[config.mk]
export PLATFORM = sky130hd
export DESIGN_NAME = serial_command_mode_controller_top
export DESIGN_NICKNAME = d
export VERILOG_FILES = /design/src/rtl/scmc_pkg.sv /design/src/rtl/serial_command_mode_controller_top.sv
export SDC_FILE = /design/constraint.sdc
export NUM_CORES = 1
export LEC_CHECK = 0
export BUFFER_PORTS_ARGS = -buffer_cell sky130_fd_sc_hd__buf_2
export CAP_MARGIN = 20
export CORE_ASPECT_RATIO = 1.5
export CORE_MARGIN = 2
export CORE_UTILIZATION = 34
export CTS_CLUSTER_SIZE = 16
export DETAILED_ROUTE_END_ITERATION = 8
export GPL_ROUTABILITY_DRIVEN = 0
export PLACE_DENSITY = 0.65
export SLEW_MARGIN = 10
export SYNTH_ARGS = -nofsm -noshare
export SYNTH_HDL_FRONTEND = slang
export SYNTH_SLANG_ARGS = --single-unit
[constraint.sdc]
create_clock -name i_clk -period 2.68 [get_ports i_clk]
set_input_delay 0.134 -clock i_clk [delete_from_list [all_inputs] [get_ports i_clk]]
set_output_delay 0.134 -clock i_clk [all_outputs]
set_load 0.02 [all_outputs]
[src/rtl/scmc_pkg.sv]
// Shared types, constants and helper functions for the serial command mode controller.
// Holds the command name table and the candidate mask narrowing used for line matching.
// Depends on nothing; every RTL file of the block imports it.
package scmc_pkg;

    localparam int LINE_CAPACITY_DEF = 32;
    localparam int NUM_CMDS          = 5;
    localparam int NAME_SLOTS        = 8;

    localparam logic [15:0] DEBOUNCE_RESET  = 16'd200;
    localparam logic [11:0] THRESHOLD_RESET = 12'd2048;
    localparam logic [15:0] TICKS_MAX       = 16'hFFFF;

    localparam logic [7:0] CHAR_LF  = 8'h0A;
    localparam logic [7:0] CHAR_CR  = 8'h0D;
    localparam logic [7:0] CHAR_NUL = 8'h00;

    localparam logic [NUM_CMDS-1:0] ALL_CANDIDATES = '1;

    typedef enum logic [1:0] {
        ACT_BYTE   = 2'd0,
        ACT_PRESS  = 2'd1,
        ACT_SAMPLE = 2'd2,
        ACT_TICK   = 2'd3
    } t_action;

    typedef enum logic [1:0] {
        MODE_SERIAL = 2'd0,
        MODE_PRESS  = 2'd1,
        MODE_CONV   = 2'd2
    } t_mode;

    typedef enum logic [3:0] {
        RSP_NONE    = 4'd0,
        RSP_UART    = 4'd1,
        RSP_BUTTON  = 4'd2,
        RSP_ADC     = 4'd3,
        RSP_LEDON   = 4'd4,
        RSP_LEDOFF  = 4'd5,
        RSP_DENIED  = 4'd6,
        RSP_UNKNOWN = 4'd7,
        RSP_REPORT  = 4'd8
    } t_rsp;

    typedef enum logic [2:0] {
        CMD_UART     = 3'd0,
        CMD_BUTTON   = 3'd1,
        CMD_ADC      = 3'd2,
        CMD_LAMP_ON  = 3'd3,
        CMD_LAMP_OFF = 3'd4,
        CMD_NONE     = 3'd5
    } t_cmd;

    typedef enum logic [7:0] {
        CFG_DEBOUNCE  = 8'd0,
        CFG_THRESHOLD = 8'd1
    } t_cfg_reg;

    typedef logic [7:0] t_name [NAME_SLOTS];

    localparam t_name CMD_NAMES [NUM_CMDS] = '{
        '{8'h55, 8'h41, 8'h52, 8'h54, 8'h00, 8'h00, 8'h00, 8'h00},
        '{8'h42, 8'h55, 8'h54, 8'h54, 8'h4F, 8'h4E, 8'h00, 8'h00},
        '{8'h41, 8'h44, 8'h43, 8'h00, 8'h00, 8'h00, 8'h00, 8'h00},
        '{8'h4C, 8'h45, 8'h44, 8'h4F, 8'h4E, 8'h00, 8'h00, 8'h00},
        '{8'h4C, 8'h45, 8'h44, 8'h4F, 8'h46, 8'h46, 8'h00, 8'h00}
    };

    // Positions past the end of the name table read as a zero character.
    function automatic logic [NUM_CMDS-1:0] narrow_mask(
        input logic [NUM_CMDS-1:0] mask,
        input logic                pos_over,
        input logic [2:0]          pos_lo,
        input logic [7:0]          b
    );
        logic [NUM_CMDS-1:0] res;
        logic [7:0]          ch;
        res = mask;
        for (int i = 0; i < NUM_CMDS; i++) begin
            ch = pos_over ? CHAR_NUL : CMD_NAMES[i][pos_lo];
            if (ch != b) begin
                res[i] = 1'b0;
            end
        end
        return res;
    endfunction

    function automatic t_cmd first_hit(input logic [NUM_CMDS-1:0] mask);
        t_cmd hit;
        hit = CMD_NONE;
        for (int i = NUM_CMDS - 1; i >= 0; i--) begin
            if (mask[i]) begin
                hit = t_cmd'(i[2:0]);
            end
        end
        return hit;
    endfunction

endpackage

[src/rtl/serial_command_mode_controller_top.sv]
// Top level of the serial command mode controller: input register, event logic, result register.
// Depends on scmc_pkg for types, constants, the command table and the matching functions.
//
// Usage:
// Requests arrive on the input channel (i_in_valid / o_in_ready) as an action code with a
// byte and a sample field. Every request gives exactly one result on the output channel
// (o_out_valid / i_out_ready): a response code, the mode, the LED state and a sample echo.
// Configuration writes use a separate channel (i_cfg_valid / o_cfg_ready) with a register
// index (0 debounce ticks, 1 converter threshold) and data; it is always ready and is meant
// to be used only while no request is in flight. Other indexes are ignored.
// A request is captured in an input register, processed by combinational logic that updates
// the controller state, and its result lands in an output register, from which o_out_valid
// rises; one request is taken every cycle when the receiver keeps up. When the receiver
// stalls, the result holds and the input register can still fill; the input side then stops
// until the output register drains.
// Reset (synchronous, active low) empties both registers, returns to serial mode with an
// empty line and a dark LED, and reloads the register defaults.
module serial_command_mode_controller_top
    import scmc_pkg::*;
#(
    parameter int LINE_CAPACITY = LINE_CAPACITY_DEF
) (
    input  logic        i_clk,
    input  logic        i_rst_n,

    input  logic        i_in_valid,
    output logic        o_in_ready,
    input  logic [1:0]  i_action,
    input  logic [7:0]  i_byte_value,
    input  logic [11:0] i_sample,

    output logic        o_out_valid,
    input  logic        i_out_ready,
    output logic [3:0]  o_response,
    output logic [1:0]  o_mode_now,
    output logic        o_led_lit,
    output logic [11:0] o_report_value,

    input  logic        i_cfg_valid,
    output logic        o_cfg_ready,
    input  logic [7:0]  i_cfg_index,
    input  logic [15:0] i_cfg_data
);

    localparam int LEN_W = $clog2(LINE_CAPACITY);
    localparam logic [LEN_W-1:0] LEN_MAX = LEN_W'(LINE_CAPACITY - 1);

    logic [15:0]         r_debounce;
    logic [11:0]         r_threshold;

    logic                r_in_vld;
    t_action             r_action;
    logic [7:0]          r_byte;
    logic [11:0]         r_sample;

    t_mode               r_mode;
    logic [LEN_W-1:0]    r_len;
    logic [NUM_CMDS-1:0] r_mask;
    logic                r_ended;
    logic                r_led;
    logic                r_pending;
    logic [15:0]         r_ticks;

    logic                r_out_vld;
    t_rsp                r_rsp;
    logic [11:0]         r_report;

    t_mode               n_mode;
    logic [LEN_W-1:0]    n_len;
    logic [NUM_CMDS-1:0] n_mask;
    logic                n_ended;
    logic                n_led;
    logic                n_pending;
    logic [15:0]         n_ticks;
    t_rsp                n_rsp;
    logic [11:0]         n_report;

    logic                advance;
    logic                pos_over;
    logic [NUM_CMDS-1:0] close_mask;
    t_cmd                hit;

    assign advance     = r_in_vld && (!r_out_vld || i_out_ready);
    assign o_in_ready  = !r_in_vld || advance;
    assign o_cfg_ready = 1'b1;

    assign pos_over = |(r_len >> 3);

    always_ff @(posedge i_clk) begin
        if (!i_rst_n) begin
            r_debounce  <= DEBOUNCE_RESET;
            r_threshold <= THRESHOLD_RESET;
        end else if (i_cfg_valid) begin
            unique case (i_cfg_index)
                CFG_DEBOUNCE:  r_debounce  <= i_cfg_data;
                CFG_THRESHOLD: r_threshold <= i_cfg_data[11:0];
                default: ;
            endcase
        end
    end

    always_ff @(posedge i_clk) begin
        if (!i_rst_n) begin
            r_in_vld <= 1'b0;
        end else if (o_in_ready) begin
            r_in_vld <= i_in_valid;
        end
    end

    always_ff @(posedge i_clk) begin
        if (o_in_ready && i_in_valid) begin
            r_action <= t_action'(i_action);
            r_byte   <= i_byte_value;
            r_sample <= i_sample;
        end
    end

    always_comb begin
        n_mode    = r_mode;
        n_len     = r_len;
        n_mask    = r_mask;
        n_ended   = r_ended;
        n_led     = r_led;
        n_pending = r_pending;
        n_ticks   = r_ticks;
        n_rsp     = RSP_NONE;
        n_report  = '0;

        close_mask = r_ended ? r_mask : narrow_mask(r_mask, pos_over, r_len[2:0], CHAR_NUL);
        hit        = first_hit(close_mask);

        case (r_action)
            ACT_BYTE: begin
                if (r_byte == CHAR_LF || r_byte == CHAR_CR) begin
                    if (r_len != '0) begin
                        if (hit == CMD_NONE) begin
                            n_rsp = RSP_UNKNOWN;
                        end else if ((hit == CMD_LAMP_ON || hit == CMD_LAMP_OFF)
                                     && r_mode != MODE_SERIAL) begin
                            n_rsp = RSP_DENIED;
                        end else begin
                            case (hit)
                                CMD_UART: begin
                                    n_mode = MODE_SERIAL;
                                    n_rsp  = RSP_UART;
                                end
                                CMD_BUTTON: begin
                                    n_mode = MODE_PRESS;
                                    n_rsp  = RSP_BUTTON;
                                end
                                CMD_ADC: begin
                                    n_mode = MODE_CONV;
                                    n_rsp  = RSP_ADC;
                                end
                                CMD_LAMP_ON: begin
                                    n_led = 1'b1;
                                    n_rsp = RSP_LEDON;
                                end
                                default: begin
                                    n_led = 1'b0;
                                    n_rsp = RSP_LEDOFF;
                                end
                            endcase
                        end
                    end
                    n_len   = '0;
                    n_mask  = ALL_CANDIDATES;
                    n_ended = 1'b0;
                end else if (r_len < LEN_MAX) begin
                    if (!r_ended) begin
                        n_mask = narrow_mask(r_mask, pos_over, r_len[2:0], r_byte);
                        if (r_byte == CHAR_NUL) begin
                            n_ended = 1'b1;
                        end
                    end
                    n_len = r_len + LEN_W'(1);
                end
            end
            ACT_PRESS: begin
                if (r_ticks > r_debounce) begin
                    n_pending = 1'b1;
                    n_ticks   = '0;
                end
            end
            ACT_SAMPLE: begin
                if (r_mode == MODE_CONV) begin
                    n_led    = (r_sample >= r_threshold);
                    n_rsp    = RSP_REPORT;
                    n_report = r_sample;
                end
            end
            default: begin
                if (r_ticks != TICKS_MAX) begin
                    n_ticks = r_ticks + 16'd1;
                end
            end
        endcase

        // A pending press is consumed at the end of the first step that sees button mode.
        if (n_mode == MODE_PRESS && n_pending) begin
            n_pending = 1'b0;
            n_led     = !n_led;
        end
    end

    always_ff @(posedge i_clk) begin
        if (!i_rst_n) begin
            r_mode    <= MODE_SERIAL;
            r_len     <= '0;
            r_mask    <= ALL_CANDIDATES;
            r_ended   <= 1'b0;
            r_led     <= 1'b0;
            r_pending <= 1'b0;
            r_ticks   <= '0;
        end else if (advance) begin
            r_mode    <= n_mode;
            r_len     <= n_len;
            r_mask    <= n_mask;
            r_ended   <= n_ended;
            r_led     <= n_led;
            r_pending <= n_pending;
            r_ticks   <= n_ticks;
        end
    end

    always_ff @(posedge i_clk) begin
        if (!i_rst_n) begin
            r_out_vld <= 1'b0;
        end else if (advance) begin
            r_out_vld <= 1'b1;
        end else if (i_out_ready) begin
            r_out_vld <= 1'b0;
        end
    end

    always_ff @(posedge i_clk) begin
        if (advance) begin
            r_rsp    <= n_rsp;
            r_report <= n_report;
        end
    end

    assign o_out_valid    = r_out_vld;
    assign o_response     = r_rsp;
    assign o_mode_now     = r_mode;
    assign o_led_lit      = r_led;
    assign o_report_value = r_report;

    a_report_only_on_sample: assert property (@(posedge i_clk) disable iff (!i_rst_n)
        (r_out_vld && r_rsp != RSP_REPORT) |-> (r_report == '0))
        else $error("report value set without a sample report");

    a_len_capped: assert property (@(posedge i_clk) disable iff (!i_rst_n)
        r_len <= LEN_MAX)
        else $error("line length beyond capacity");

    a_no_pending_in_button_mode: assert property (@(posedge i_clk) disable iff (!i_rst_n)
        !(r_mode == MODE_PRESS && r_pending))
        else $error("press left pending in button mode");

    a_state_holds_when_stalled: assert property (@(posedge i_clk) disable iff (!i_rst_n)
        (r_out_vld && !i_out_ready) |=> ($stable(r_mode) && $stable(r_led)))
        else $error("controller state moved while the result was stalled");

endmodule

# Word-level counts from Yosys, hierarchy flattened

Memory sizes are Yosys's and may differ from the RTL's.
Index checks and enable logic that the tools add are counted.

Bits in registers: 99
ROM bits: 320
Logic and storage cells: 165
Memories: 5

Add/sub/neg operators: 2
Magnitude comparators: 4
Equality and inequality tests: 20
Multiplexer cells: 69
Bitwise operators: 2
Reduce and logical (&&, ||, !) cells: 43

Memories:

| memory          | words | bits a word | rd ports | clocked after memory_dff | wr ports | RTL line       | RTL |
|---|---|---|---|---|---|---|---|
| (no name shown) | 8     | 8           | 1        | 0                        | 0        | scmc_pkg.sv:80 | `ch = pos_over ? CHAR_NUL : CMD_NAMES[i][pos_lo];` |
| (no name shown) | 8     | 8           | 1        | 0                        | 0        | scmc_pkg.sv:80 |  |
| (no name shown) | 8     | 8           | 1        | 0                        | 0        | scmc_pkg.sv:80 |  |
| (no name shown) | 8     | 8           | 1        | 0                        | 0        | scmc_pkg.sv:80 |  |
| (no name shown) | 8     | 8           | 1        | 0                        | 0        | scmc_pkg.sv:80 |  |

Operators by type and width:

| kind                                                                  | count |
|---|---|
| 8-bit 2-to-1 mux                                                      | 15 |
| 8-bit != test                                                         | 5 |
| 8-bit nonzero test                                                    | 5 |
| 16-bit 2-to-1 mux                                                     | 2 |
| 16-bit case mux with 2 select lines                                   | 1 |
| 5-bit 2-to-1 mux                                                      | 6 |
| 1-bit 2-to-1 mux                                                      | 26 |
| 5-bit AND reduction                                                   | 5 |
| 3-bit 2-to-1 mux                                                      | 8 |
| 2-bit nonzero test                                                    | 9 |
| 16-bit by 1-bit adder with 16-bit output, second input constant       | 1 |
| 8-bit by 4-bit equality test with 1-bit output, second input constant | 2 |
| 16-bit greater-than comparator                                        | 1 |
| 8-bit logical NOT                                                     | 2 |
| 16-bit != test, second input constant                                 | 1 |
| 12-bit >= comparator                                                  | 1 |
| 3-bit case mux with 4 select lines                                    | 1 |
| 2-bit 2-to-1 mux                                                      | 5 |
| 8-bit by 1-bit equality test with 1-bit output, second input constant | 1 |
| 4-bit case mux with 2 select lines                                    | 1 |
| 3-bit by 2-bit equality test with 1-bit output, second input constant | 2 |
| 3-bit equality test, second input constant                            | 2 |
| 2-bit case mux with 3 select lines                                    | 1 |
| 2-bit AND reduction                                                   | 3 |
| 22 further kinds                                                      | 34 |

# Logic depth before layout (Yosys ltp)

Depth in word-level cells: 24
Gate-level depth with buffers: 11
Mapped depth without buffers: 9

# Worst setup path after synthesis

Ideal clock, no wire load.

Path kind: flip-flop to flip-flop
From: reg r_len[1]
To: reg r_led (netlist: o_led_lit)
Library setup time: 74 ps
Arrival time: 2,572 ps
Data required time: 2,606 ps
Slack: 34 ps
Stages on the path, launching flop included: 11
Period minus slack after synthesis: 2,646 ps
Path through: dfxtp_1 > clkbuf_1 > inv_1 > ha_1 > a211o_1 > or2_1 > clkbuf_1 > o31a_1 > a211o_1 > or3_1 > a31oi_1

Cells in the longest elaborated chain, start to end: 24
Elaborated cells between the ends (all ways): 63
Classes of those cells: 6 x eq/ne; 39 x mux; 1 x bitwise; 12 x reduce/logical; 5 x memory

RTL lines:

| what                                                                           | RTL line                                  | RTL |
|---|---|---|
| start, declared                                                                | serial_command_mode_controller_top.sv:57  | `logic [LEN_W-1:0] r_len;` |
| start signal, assigned                                                         | serial_command_mode_controller_top.sv:217 | `r_len <= n_len;` |
| parallel branches: the longest is 23 deep, another holds memory read 8 x 8 bit | --                                        |  |
| 1-bit 2-to-1 mux *                                                             | serial_command_mode_controller_top.sv:200 | `if (n_mode == MODE_PRESS && n_pending) begin` |
| end signal, assigned                                                           | serial_command_mode_controller_top.sv:220 | `r_led <= n_led;` |
| end, declared                                                                  | serial_command_mode_controller_top.sv:60  | `logic r_led;` |

Mark *: on every way between the ends. The select of a mux whose other input is x is not followed.
A chain may end at the register's enable or synchronous reset.

# Worst setup path in the final report

From: reg r_len[0]
To: reg r_led (netlist: o_led_lit)

Same word-level chain as after synthesis.

==> metrics.csv <==
metric;value;unit
Power Density;467;mW/mm^2
Final Skew;0.0110;ns
detailed placement HPWL;10000;um
final std cells w/o fill;883;
Seq/Total Area, Yosys;43.5;%
Post-Syn Nets;653;
Final Cycle Share;94.7;%
Layout Area Growth over Synthesis;22.9;%
Initial DRC Count;177;
Post-Synth XOR/XNOR Area;4.67;%
Die Y;159;um
post-synthesis mux area share;4.97;%
Setup crit start kind;flip-flop;
fmax;394;MHz
P_leak;2.58;nW
root buf cell;clkbuf_16;
Synth Flop Type;dfxtp_1;
Worst R2R Path Depth;10;
fin nets;760;
# port buffers;71;
H-tree depth;3;
status;finished, final reports clean;
DRT Pass-1 Iters;4;
relative slew slack;51.6;%
Cell variety after synth;63;
Compound-Gate Fraction of Synth Area;14.6;%
Syn Std Cell Area;0.00543;mm^2
Num Clock Sinks;99;
CTS clk-pin slew, worst paths;0.07;ns
All-Layer GR Usage;15.8;%
Yosys warnings;0;
Slew @ Worst Pin;0.723;ns
Max Slew Vio Count;0;
Final Hold Vio Count;0;
Async SR Flop Fraction;0;%
total number of vias;4474;
max_cap viols;0;
Yosys reg bits;99;
Syn Inst Count;566;
worst min path class;in2reg;
adder-cell share of the synthesized area;8.29;%
peak supply drop;316;uV
Core Rows;56;
Final min period;2.54;ns
Critical Path AT;2.81;ns
TNS Setup;0;ns
Antenna Violating Nets Remaining;0;
CP Data Required Time;2.95;ns
main combinational cell family by area after synthesis;simple AND/OR/NAND/NOR gates;
vias in the first global route;4594;
layout cell share with drive strength beyond 1;19.8;%
routed wire length;13200;um
RSZ-0062 raised after global routing;false;
Die ar.;0.0170;mm^2
via-per-instance ratio;5.07;
Post-Synth Simple-Gate Area;19.2;%
deepest clock path buffer count;2;
most common cell after layout, fill and taps aside;buf_2;
die width;107;um
Worst Path Max Fanout;9;
Post-synth EDFFs;38;
critical setup path kind;reg2reg;
global route overflow;0;
total CTS buffers;9;
initial antenna violation count;2;
WHS Path Cells;3;
DR WL/cell;14.9;um
Placed Cells;842;
global-route wire length before repair;21700;um
largest net degree at the start of global routing;39;
CP Capture Type;flip-flop;
core area;0.0156;mm^2
Starting Density;34.8;%
commonest non-fill, non-tap cells in the layout;buf_2, dfxtp_1, nor2_1;
IO Count;73;
Mapped Avg Cell Area;9.60;um^2
CTS tree;built;
# DRC;0;
Worst-Skew Late Latency;0.35;ns
Final Setup Violations;0;
-- per-stage QoR --
stage	hold WS (ns)	instance area [um^2]	util (%)	worst slack, ns	total power [mW]
after floorplan	0.233	5430	-	0.0341	1.78
after global placement	0.310	6140	39.3	0.189	1.88
after detailed placement	0.312	6140	39.3	0.156	1.88
after CTS	0.0229	6650	42.5	0.150	3.14
after global routing	0.0518	6680	42.7	0.00399	3.23
final	0.0375	6680	42.7	0.143	3.12
-- flip-flops by register name, indices dropped and copies added, names as in the netlist --
register	cells
r_debounce	16
r_ticks	16
o_report_value	12
r_sample	12
r_threshold	12
r_byte	8
r_len	5
r_mask	5
o_response	4
o_mode_now	2
r_action	2
o_led_lit	1
o_out_valid	1
r_ended	1
r_in_vld	1
r_pending	1
-- layer usage --
| metal | routed length, um | vias up | share of wire [%] | GRT usage, % |
|---|---|---|---|---|
| met3 | 415 | 43 | 3.2 | 1.85 |
| li1 | - | 2224 | - | - |
| met2 | 7000 | 118 | 53 | 28.6 |
| met4 | 592 | 0 | 4.5 | 8.85 |
| met1 | 5160 | 2089 | 39 | 17.3 |
| met5 | 0 | - | 0 | 0 |
-- logic make-up (layout without fill, tap and decap cells) --
group | after synthesis | count (layout)
AOI/OAI and AO/OA | 119 | 119
xor gates and xnor gates | 29 | 29
adders and majority gates | 36 | 36
buffers and inverters | 62 | 174
DFF | 99 | 99
muxes | 27 | 27
other | 1 | 3
and+or+nand+nor | 193 | 193
-- area by class of cell --
type	count	area, um^2
flip-flops and latches	99	2360
clock inverters	7	62.6
well taps	203	254
diodes	2	5.00
inverters	37	139
repair buffers	121	786
multi-input cells	405	2840
clock buffers	9	225
fillers	1532	8950
-- final timing paths --
check | startpoint | endpoint | slack [ns]
worst max-delay path | r_len[0] | o_led_lit | 0.14
worst min-delay path | i_cfg_data[11] | r_threshold[11] | 0.04
worst max register to register | r_len[0] | o_led_lit | 0.14
worst min register to register | r_mask[4] | r_mask[4] | 0.46
-- power breakdown --
| group | leakage [nW] | internal (mW) | switching [mW] |
|---|---|---|---|
| combinational | 1.58 | 0.120 | 0.137 |
| sequential | 0.863 | 1.60 | 0.0242 |
| clock | 0.137 | 0.644 | 0.595 |
| total | 2.58 | 2.36 | 0.756 |
-- critical path, stage by stage (launching register included) --
cell     delay (ns)
dfxtp_1        0.32
buf_4          0.17
ha_2           0.22
nor4b_1        0.15
buf_4          0.14
o31ai_4        0.33
nand3_2        0.12
o31a_1         0.29
a211o_1        0.23
or3_1          0.34
a31oi_1        0.15
-- repair_timing --
action / 4_1_cts / 5_1_grt
gates resized for setup: 0 / 6
hold buffers: 22 / 0
hold endpoints to repair: 22 / 0
buffers inserted: 0 / 1
endpoints found under the setup margin: 0 / 1
-- synthesized netlist by cell type (3+ instances only) --
cell | n | share of area [%]
and2_1 | 15 | 1.7
a21boi_0 | 4 | 0.55
xor2_1 | 7 | 1.1
nor2b_1 | 29 | 3.3
xnor2_1 | 22 | 3.5
o31ai_1 | 3 | 0.41
nand4_1 | 13 | 1.5
nor4b_1 | 5 | 0.81
mux2i_1 | 27 | 5.0
nor4_1 | 3 | 0.35
dfxtp_1 | 61 | 22
nand3_1 | 13 | 1.2
inv_1 | 37 | 2.6
nor3_1 | 4 | 0.37
nor2_1 | 49 | 3.4
edfxtp_1 | 38 | 21
buf_4 | 3 | 0.41
o32ai_1 | 4 | 0.64
o21ai_0 | 25 | 2.3
clkbuf_1 | 18 | 1.2
o21a_1 | 3 | 0.41
or3_1 | 3 | 0.35
a21o_1 | 7 | 0.97
a211oi_1 | 6 | 0.83
a31oi_1 | 6 | 0.69
nand2b_1 | 8 | 0.92
o211ai_1 | 6 | 0.83
nand2_1 | 31 | 2.1
a21oi_1 | 35 | 3.2
a211o_1 | 3 | 0.48
ha_1 | 36 | 8.3
(Power assumes the default switching activity.)
